## src/design/mlsrjf_pkg.sv

```systemverilog
// ----------------------------------------------------------------------------
// mlsrjf_pkg
// Shared types, constants and helpers for the multilevel SRJF scheduler.
// ----------------------------------------------------------------------------
`default_nettype none

package mlsrjf_pkg;

  // Default sizing
  localparam int MLSRJF_MAX_TASKS = 32;
  localparam int MLSRJF_TIME_BITS = 16;
  localparam int MLSRJF_SUM_BITS  = 32;
  localparam int MLSRJF_ID_BITS   = 8;
  localparam int MLSRJF_LVL_BITS  = 2;

  // Stored level codes
  localparam logic [MLSRJF_LVL_BITS-1:0] LEVEL_HIGH   = 2'd1;
  localparam logic [MLSRJF_LVL_BITS-1:0] LEVEL_MEDIUM = 2'd2;

  // Served rank codes
  localparam logic [1:0] RANK_HIGH   = 2'd0;
  localparam logic [1:0] RANK_MEDIUM = 2'd1;
  localparam logic [1:0] RANK_LOW    = 2'd2;

  // Input kind codes
  localparam logic KIND_ADD  = 1'b0;
  localparam logic KIND_TICK = 1'b1;

  // Sequencer states
  typedef enum logic [1:0] {
    ST_IDLE,
    ST_SCAN,
    ST_DRAIN,
    ST_FINISH
  } sched_state_t;

  // Map a stored level to its served rank
  function automatic logic [1:0] level_rank(input logic [MLSRJF_LVL_BITS-1:0] lv);
    logic [1:0] rank;
    if (lv == LEVEL_HIGH) begin
      rank = RANK_HIGH;
    end else if (lv == LEVEL_MEDIUM) begin
      rank = RANK_MEDIUM;
    end else begin
      rank = RANK_LOW;
    end
    return rank;
  endfunction

endpackage

`default_nettype wire

```

## src/design/mlsrjf_ram.sv

```systemverilog
// ----------------------------------------------------------------------------
// mlsrjf_ram
// Generic single-write, single-read RAM with registered read data.
// ----------------------------------------------------------------------------
`default_nettype none

module mlsrjf_ram #(
  parameter int WIDTH = 8,
  parameter int DEPTH = 32
) (
  input  wire logic                     clk,
  input  wire logic                     we,
  input  wire logic [$clog2(DEPTH)-1:0] waddr,
  input  wire logic [WIDTH-1:0]         wdata,
  input  wire logic [$clog2(DEPTH)-1:0] raddr,
  output logic      [WIDTH-1:0]         rdata
);

  logic [WIDTH-1:0] mem [DEPTH];

  // Write port and registered read port
  always_ff @(posedge clk) begin
    if (we) begin
      mem[waddr] <= wdata;
    end
    rdata <= mem[raddr];
  end

endmodule

`default_nettype wire

```

## src/design/multilevel_srjf_scheduler_top.sv

```systemverilog
// ----------------------------------------------------------------------------
// multilevel_srjf_scheduler_top: multilevel preemptive SRJF task scheduler.
// Add transfer: stored in the cycle it is taken, ready again the next cycle.
// Tick transfer: the table is read entry by entry through one compare unit,
// then a drain step and an update; an empty table goes straight to the update.
// Input ready again after the update; a held result stalls the update.
// Reset (rst_n low, synchronous) clears counts, time, totals and handshakes.
// ----------------------------------------------------------------------------
`default_nettype none

module multilevel_srjf_scheduler_top
  import mlsrjf_pkg::*;
#(
  parameter int MAX_TASKS = MLSRJF_MAX_TASKS,
  parameter int TIME_BITS = MLSRJF_TIME_BITS,
  localparam int IN_FW    = MLSRJF_ID_BITS + 2 * TIME_BITS + MLSRJF_LVL_BITS,
  localparam int IN_W     = ((IN_FW + 7) / 8) * 8,
  localparam int OUT_FW   = 3 * TIME_BITS + MLSRJF_ID_BITS + MLSRJF_LVL_BITS + 3
                            + 2 * MLSRJF_SUM_BITS,
  localparam int OUT_W    = ((OUT_FW + 7) / 8) * 8
) (
  input  wire logic              clk,
  input  wire logic              rst_n,
  // Input channel
  input  wire logic              in_tvalid,
  output logic                   in_tready,
  // tdata: task_id, arrival, burst, level
  input  wire logic [IN_W-1:0]   in_tdata,
  // tuser: kind
  input  wire logic              in_tuser,
  // Result channel
  output logic                   out_tvalid,
  input  wire logic              out_tready,
  // tdata: now, run_id, run_level, first_run, response, finished, turnaround,
  //        response_sum, turnaround_sum, all_done
  output logic [OUT_W-1:0]       out_tdata,
  // tuser: idle
  output logic                   out_tuser
);

  localparam int AW = $clog2(MAX_TASKS);
  localparam int CW = $clog2(MAX_TASKS + 1);
  localparam int TW = TIME_BITS;
  localparam int SW = MLSRJF_SUM_BITS;
  localparam int IW = MLSRJF_ID_BITS;
  localparam int LW = MLSRJF_LVL_BITS;
  // Table entry: id, arrival, burst, remaining, level (lowest first)
  localparam int EW = IW + 3 * TW + LW;
  localparam int E_ARR = IW;
  localparam int E_BUR = IW + TW;
  localparam int E_REM = IW + 2 * TW;
  localparam int E_LVL = IW + 3 * TW;

  // Input fields
  logic [IW-1:0] in_id;
  logic [TW-1:0] in_arrival;
  logic [TW-1:0] in_burst;
  logic [LW-1:0] in_level;

  assign in_id      = in_tdata[IW-1:0];
  assign in_arrival = in_tdata[IW +: TW];
  assign in_burst   = in_tdata[IW + TW +: TW];
  assign in_level   = in_tdata[IW + 2 * TW +: LW];

  // State
  sched_state_t   state_r, state_nxt;
  logic [CW-1:0]  entry_count_r, entry_count_nxt;
  logic [CW-1:0]  done_count_r, done_count_nxt;
  logic [TW-1:0]  tick_now_r, tick_now_nxt;
  logic [SW-1:0]  resp_sum_r, resp_sum_nxt;
  logic [SW-1:0]  turn_sum_r, turn_sum_nxt;
  logic [AW-1:0]  scan_idx_r, scan_idx_nxt;
  logic [AW-1:0]  cmp_idx_r, cmp_idx_nxt;
  logic           cmp_valid_r, cmp_valid_nxt;
  logic           found_r, found_nxt;
  logic [AW-1:0]  best_idx_r, best_idx_nxt;
  logic [1:0]     best_rank_r, best_rank_nxt;
  logic [TW-1:0]  best_rem_r, best_rem_nxt;
  logic [IW-1:0]  best_id_r, best_id_nxt;
  logic [TW-1:0]  best_arr_r, best_arr_nxt;
  logic [TW-1:0]  best_bur_r, best_bur_nxt;
  logic [LW-1:0]  best_lvl_r, best_lvl_nxt;
  logic           out_valid_r, out_valid_nxt;
  logic [OUT_W-1:0] out_data_r, out_data_nxt;
  logic           out_idle_r, out_idle_nxt;

  // Control
  logic           in_xfer;
  logic           add_xfer;
  logic           tick_xfer;
  logic           last_issue;
  logic           emit;
  logic [CW-1:0]  cnt_m1;

  // RAM port
  logic           ram_we;
  logic [AW-1:0]  ram_waddr;
  logic [EW-1:0]  ram_wdata;
  logic [EW-1:0]  ram_rdata;

  // Compare unit
  logic [IW-1:0]  c_id;
  logic [TW-1:0]  c_arr;
  logic [TW-1:0]  c_bur;
  logic [TW-1:0]  c_rem;
  logic [LW-1:0]  c_lvl;
  logic [1:0]     c_rank;
  logic           c_ready;
  logic           c_better;

  // Finish arithmetic
  logic [TW-1:0]  f_elapsed;
  logic [TW-1:0]  f_rem_dec;
  logic           f_first;
  logic           f_fin;
  logic [TW-1:0]  f_resp;
  logic [TW-1:0]  f_turn;
  logic [LW-1:0]  f_rlev;
  logic [IW-1:0]  f_rid;
  logic           f_all_done;
  logic [OUT_FW-1:0] f_fields;

  assign in_xfer    = in_tvalid && in_tready;
  assign add_xfer   = in_xfer && (in_tuser == KIND_ADD);
  assign tick_xfer  = in_xfer && (in_tuser == KIND_TICK);
  assign cnt_m1     = entry_count_r - 1'b1;
  assign last_issue = (scan_idx_r == cnt_m1[AW-1:0]);

  // Task table
  mlsrjf_ram #(
    .WIDTH (EW),
    .DEPTH (MAX_TASKS)
  ) u_table (
    .clk   (clk),
    .we    (ram_we),
    .waddr (ram_waddr),
    .wdata (ram_wdata),
    .raddr (scan_idx_r),
    .rdata (ram_rdata)
  );

  // Next state
  always_comb begin
    state_nxt = state_r;
    unique case (state_r)
      ST_IDLE: begin
        if (tick_xfer) begin
          state_nxt = (entry_count_r == '0) ? ST_FINISH : ST_SCAN;
        end
      end
      ST_SCAN: begin
        if (last_issue) begin
          state_nxt = ST_DRAIN;
        end
      end
      ST_DRAIN: begin
        state_nxt = ST_FINISH;
      end
      ST_FINISH: begin
        if (emit) begin
          state_nxt = ST_IDLE;
        end
      end
      default: begin
        state_nxt = ST_IDLE;
      end
    endcase
  end

  // Control outputs
  always_comb begin
    in_tready     = 1'b0;
    emit          = 1'b0;
    cmp_valid_nxt = 1'b0;
    unique case (state_r)
      ST_IDLE: begin
        in_tready = 1'b1;
      end
      ST_SCAN: begin
        cmp_valid_nxt = 1'b1;
      end
      ST_DRAIN: begin
      end
      ST_FINISH: begin
        emit = !out_valid_r || out_tready;
      end
      default: begin
      end
    endcase
  end

  // Compare unit: one table entry per cycle
  always_comb begin
    c_id     = ram_rdata[IW-1:0];
    c_arr    = ram_rdata[E_ARR +: TW];
    c_bur    = ram_rdata[E_BUR +: TW];
    c_rem    = ram_rdata[E_REM +: TW];
    c_lvl    = ram_rdata[E_LVL +: LW];
    c_rank   = level_rank(c_lvl);
    c_ready  = (c_arr <= tick_now_r) && (c_rem != '0);
    c_better = cmp_valid_r && c_ready &&
               (!found_r || (c_rank < best_rank_r) ||
                ((c_rank == best_rank_r) && (c_rem < best_rem_r)));
  end

  // Advance scan and hold the best candidate
  always_comb begin
    scan_idx_nxt  = scan_idx_r;
    cmp_idx_nxt   = scan_idx_r;
    found_nxt     = found_r;
    best_idx_nxt  = best_idx_r;
    best_rank_nxt = best_rank_r;
    best_rem_nxt  = best_rem_r;
    best_id_nxt   = best_id_r;
    best_arr_nxt  = best_arr_r;
    best_bur_nxt  = best_bur_r;
    best_lvl_nxt  = best_lvl_r;
    if (tick_xfer) begin
      scan_idx_nxt = '0;
      found_nxt    = 1'b0;
    end else begin
      if (state_r == ST_SCAN) begin
        scan_idx_nxt = scan_idx_r + 1'b1;
      end
      if (c_better) begin
        found_nxt     = 1'b1;
        best_idx_nxt  = cmp_idx_r;
        best_rank_nxt = c_rank;
        best_rem_nxt  = c_rem;
        best_id_nxt   = c_id;
        best_arr_nxt  = c_arr;
        best_bur_nxt  = c_bur;
        best_lvl_nxt  = c_lvl;
      end
    end
  end

  // Run the chosen task and form the result
  always_comb begin
    f_elapsed  = tick_now_r - best_arr_r;
    f_rem_dec  = best_rem_r - 1'b1;
    f_first    = found_r && (best_bur_r == best_rem_r);
    f_fin      = found_r && (f_rem_dec == '0);
    f_resp     = f_first ? f_elapsed : '0;
    f_turn     = f_fin ? (f_elapsed + 1'b1) : '0;
    f_rid      = found_r ? best_id_r : '0;
    f_rlev     = found_r ? best_rank_r : '0;

    entry_count_nxt = entry_count_r;
    done_count_nxt  = done_count_r;
    tick_now_nxt    = tick_now_r;
    resp_sum_nxt    = resp_sum_r;
    turn_sum_nxt    = turn_sum_r;

    if (add_xfer && (entry_count_r < CW'(MAX_TASKS))) begin
      entry_count_nxt = entry_count_r + 1'b1;
    end
    if (emit) begin
      tick_now_nxt = tick_now_r + 1'b1;
      resp_sum_nxt = resp_sum_r + SW'(f_resp);
      turn_sum_nxt = turn_sum_r + SW'(f_turn);
      if (f_fin) begin
        done_count_nxt = done_count_r + 1'b1;
      end
    end

    f_all_done = (done_count_nxt == entry_count_r);
    f_fields   = {f_all_done, turn_sum_nxt, resp_sum_nxt, f_turn, f_fin, f_resp,
                  f_first, f_rlev, f_rid, tick_now_r};
  end

  // Table writes: append on add, write back remaining time on a run
  always_comb begin
    ram_we    = 1'b0;
    ram_waddr = entry_count_r[AW-1:0];
    ram_wdata = {in_level, in_burst, in_burst, in_arrival, in_id};
    if (add_xfer && (entry_count_r < CW'(MAX_TASKS))) begin
      ram_we = 1'b1;
    end else if (emit && found_r) begin
      ram_we    = 1'b1;
      ram_waddr = best_idx_r;
      ram_wdata = {best_lvl_r, f_rem_dec, best_bur_r, best_arr_r, best_id_r};
    end
  end

  // Output register
  always_comb begin
    out_valid_nxt = out_valid_r;
    out_data_nxt  = out_data_r;
    out_idle_nxt  = out_idle_r;
    if (out_valid_r && out_tready) begin
      out_valid_nxt = 1'b0;
    end
    if (emit) begin
      out_valid_nxt = 1'b1;
      out_data_nxt  = OUT_W'(f_fields);
      out_idle_nxt  = !found_r;
    end
  end

  assign out_tvalid = out_valid_r;
  assign out_tdata  = out_data_r;
  assign out_tuser  = out_idle_r;

  // Control registers
  always_ff @(posedge clk) begin
    if (!rst_n) begin
      state_r       <= ST_IDLE;
      entry_count_r <= '0;
      done_count_r  <= '0;
      tick_now_r    <= '0;
      resp_sum_r    <= '0;
      turn_sum_r    <= '0;
      cmp_valid_r   <= 1'b0;
      found_r       <= 1'b0;
      out_valid_r   <= 1'b0;
    end else begin
      state_r       <= state_nxt;
      entry_count_r <= entry_count_nxt;
      done_count_r  <= done_count_nxt;
      tick_now_r    <= tick_now_nxt;
      resp_sum_r    <= resp_sum_nxt;
      turn_sum_r    <= turn_sum_nxt;
      cmp_valid_r   <= cmp_valid_nxt;
      found_r       <= found_nxt;
      out_valid_r   <= out_valid_nxt;
    end
  end

  // Payload registers
  always_ff @(posedge clk) begin
    scan_idx_r  <= scan_idx_nxt;
    cmp_idx_r   <= cmp_idx_nxt;
    best_idx_r  <= best_idx_nxt;
    best_rank_r <= best_rank_nxt;
    best_rem_r  <= best_rem_nxt;
    best_id_r   <= best_id_nxt;
    best_arr_r  <= best_arr_nxt;
    best_bur_r  <= best_bur_nxt;
    best_lvl_r  <= best_lvl_nxt;
    out_data_r  <= out_data_nxt;
    out_idle_r  <= out_idle_nxt;
  end

`ifndef SYNTH
  a_done_le_count: assert property (@(posedge clk) disable iff (!rst_n)
    done_count_r <= entry_count_r)
    else $error("completed task count exceeds loaded task count");

  a_tick_blocks: assert property (@(posedge clk) disable iff (!rst_n)
    (in_tvalid && in_tready && (in_tuser == KIND_TICK)) |=> !in_tready)
    else $error("input taken again right after a tick transfer");

  a_result_from_finish: assert property (@(posedge clk) disable iff (!rst_n)
    $rose(out_tvalid) |-> ($past(state_r) == ST_FINISH))
    else $error("result raised outside the finish step");

  a_no_write_in_scan: assert property (@(posedge clk) disable iff (!rst_n)
    ((state_r == ST_SCAN) || (state_r == ST_DRAIN)) |-> !ram_we)
    else $error("task table written during a scan");
`endif

endmodule

`default_nettype wire

```

## config.mk

```make
export PLATFORM = sky130hd
export DESIGN_NAME = multilevel_srjf_scheduler_top
export DESIGN_NICKNAME = d
export VERILOG_FILES = /design/src/design/mlsrjf_pkg.sv /design/src/design/mlsrjf_ram.sv /design/src/design/multilevel_srjf_scheduler_top.sv
export SDC_FILE = /design/constraint.sdc
export NUM_CORES = 2
export LEC_CHECK = 0
export ABC_AREA = 1
export ABC_CLOCK_PERIOD_IN_PS = 7200
export BUFFER_PORTS_ARGS = -buffer_cell sky130_fd_sc_hd__buf_2
export CAP_MARGIN = 15
export CORE_MARGIN = 2
export CORE_UTILIZATION = 30
export CTS_BUF_LIST = sky130_fd_sc_hd__clkbuf_8
export DETAILED_ROUTE_END_ITERATION = 7
export GPL_TIMING_DRIVEN = 0
export PLACE_DENSITY = 0.47
export SYNTH_ARGS = -nofsm -noshare
export SYNTH_HDL_FRONTEND = slang
export SYNTH_SLANG_ARGS = --single-unit
```

## constraint.sdc

```tcl
create_clock -name clk -period 7.2 [get_ports clk]
set_input_delay 0.72 -clock clk [delete_from_list [all_inputs] [get_ports clk]]
set_output_delay 0.72 -clock clk [all_outputs]
set_load 0.01 [all_outputs]
```

==> reports/qor.txt <==
vias per cell - 5.43
Mapped Cells - 6967
nets - 7872
DR vias - 64895
top post-synthesis cells by area - edfxtp_1 (69%), o21ai_0 (6.2%), nor2_1 (5.3%)
total clock buffers created by CTS - 383
global-route wire length before repair - 505 mm
DR iter-0 viols - 8807
# fillers - 28649
Sink Count - 2212
die width - 548 µm
drt first pass iters - 6
number of flops mapped to enable cells by yosys - 2047
Pins Over Slew Limit - 0
most frequent cell after synthesis - edfxtp_1
P per Cell Area - 348 nW/µm²
type of the most critical hold path - in2reg
post-DP HPWL - 267 mm
Routed WL - 374 mm
ys flop type - edfxtp_1
crit share post-route - 0.901
final non-filler cell total - 11942
Final setup viols - 0
RSZ-0062 raised after global routing - no
Synth top area share - 0.692
Max VDD drop - 180 µV
# IOs - 184
Final Wtd Congestion - 0.890
Mapped Area - 88800 µm²
CTS Hold Bufs - 0
antenna viol nets, final - 0
Layout Skew - 0.146 ns
layout cell share with drive strength beyond 1 - 0.128
synth-to-layout area growth - 19.5%
CORE AREA - 294000 µm²
top cells by count, synth - edfxtp_1 (2047), nor2_1 (1247), o21ai_0 (1095)
sequential share of the synthesized area - 0.729
Fmax - 154 MHz
distinct cell type count after synthesis - 65
Remaining DRCs - 0
placed cell count - 11246
CTS tree - yes
worst skew pair latency - 1.07 ns
Wirelength per Cell - 31.3 µm
WS Path Type - reg2reg
min Tclk post-route - 6.49 ns
clock-pin slew on the worst setup and hold paths - 0.06 ns
worst slew pin tran - 1.40 ns
ys async rst share - 0
Design Area, Final - 106000 µm²
syn_area_per_cell - 12.8 µm²
Die H - 548 µm
smallest hold slack - 0.185 ns
Finished Core Util - 0.361
initial antenna violation count - 28
IO Port Bufs - 173
yosys warns - 0
setup bufs post-CTS - 0
Placed Instance Area - 99200 µm²
Hold Violations, Final - 0
startpoint types - register
Leak - 35.9 nW
Critical Path Sink Type - register
largest net degree at the start of global routing - 65
Max Cap Violations - 0
WP data required - 7.88 ns
Yosys reg bits - 2212
outcome - complete, no violations
Setup TNS - 0 ns
Std-Cell Rows - 199
CTS H-tree depth - 5
total die area - 301000 µm²
peak fanout along the critical path - 10
clock buffer depth - 4
Slew Limit Headroom - 0.0698
arrival time of the worst setup path - 7.17 ns
number of global-route vias before repair - 61643
gr usage total - 0.241
largest area contributor in the netlist - edfxtp_1
post_cts resized - 0
root buffer cell - clkbuf_8
Initial Utilization - 0.302
grt total ovfl - 0
[worst max-delay path: stages (launching register included)]
cell and delay, ns:
edfxtp_1 0.52, inv_1 0.17, o22ai_1 0.08, or4_1 0.53, nor4_1 0.54, nand3_1 0.83, clkbuf_1 0.43, nor2_1 0.35
ha_1 0.28, inv_1 0.07, fa_1 0.42, o21ai_0 0.23, o21ai_1 0.13, nor2_1 0.11, nor2_1 0.08, nor2_1 0.10
nor2_1 0.06, o21ai_0 0.30, nand2_1 0.12, nor2_1 0.17, nand2_1 0.12, nor2_1 0.13, xor2_1 0.27, inv_1 0.10
[area by class of cell]
class | instances | area, µm² | share of cell area
timing repair buffer | 368 | 4950 | 0.0466
antenna | 11 | 27.5 | 0.000259
multi-input combinational | 4032 | 21900 | 0.206
tap | 3919 | 4900 | 0.0462
clock buffer | 402 | 5530 | 0.0521
sequential | 2212 | 64800 | 0.610
inverter | 289 | 1090 | 0.0102
buffer | 436 | 1710 | 0.0161
clock inverter | 273 | 1270 | 0.0120
[power by group]
group | internal (mW) | switching (mW)
combinational | 2.67 | 8.84
clock | 5.28 | 5.31
sequential | 14.6 | 0.292
[flip-flops by register name, indices dropped and copies added, names as in the netlist, 8 cells and up]
signal         cells
best_arr_r        16
best_bur_r        16
best_id_r          8
best_rem_r        16
out_tdata        125
resp_sum_r        32
tick_now_r        16
turn_sum_r        32
u_table.mem     1856
u_table.rdata     58
[kinds of logic after synthesis]
logic type	count (synthesis)	share of synthesized area
AO/OA/AOI/OAI	1831	0.124
XOR/XNOR	70	0.00739
adder cells (fa/ha/maj)	97	0.0139
buffers and inverters	725	0.0314
flip-flops	2212	0.729
other	1	0.0000422
AND/OR/NAND/NOR	2031	0.0938
[metrics by stage]
step / power, mW / setup WS (ns)
floorplan: 20.3 / 0.403
global placement: 26.0 / -7.18
detailed placement: 26.3 / 0.923
CTS: 36.8 / 0.886
global route: 38.1 / 0.409
finish: 37.0 / 0.713
[cell usage in the layout (no fill, tap or decap), drive strengths merged, types with 32 or more instances in the layout]
| cell type | netlist | routed |
|---|---|---|
| clkinv | 2 | 107 |
| xor2 | 47 | 47 |
| a31oi | 63 | 63 |
| o221ai | 359 | 359 |
| clkbuf | 365 | 767 |
| inv | 287 | 437 |
| a21oi | 99 | 99 |
| nand3 | 210 | 210 |
| nor2 | 1266 | 1266 |
| o21ai | 1110 | 1110 |
| dfxtp | 165 | 165 |
| nor3 | 32 | 32 |
| buf | 71 | 439 |
| a32oi | 51 | 51 |
| nand2 | 442 | 442 |
| o22ai | 114 | 114 |
| edfxtp | 2047 | 2047 |
| ha | 94 | 94 |
[routing by layer]
layer / vias to the layer above / GRT usage / wire, µm
li1: 27484 / - / -
met1: 32727 / 0.321 / 150000
met2: 3904 / 0.377 / 168000
met3: 762 / 0.0505 / 38300
met4: 18 / 0.106 / 17900
met5: - / 0 / 136
[worst paths after layout]
check / slack, ns / cells after the start / end / start
worst max-delay path: 0.71 / 23 / out_tdata[86] / best_bur_r[5]
worst min-delay path: 0.18 / 4 / out_tvalid / out_tready
worst max register to register: 0.71 / 23 / out_tdata[86] / best_bur_r[5]
worst min register to register: 0.35 / 0 / cmp_idx_r[3] / cmp_idx_nxt[3]
Power figures use the tool's default switching activity.
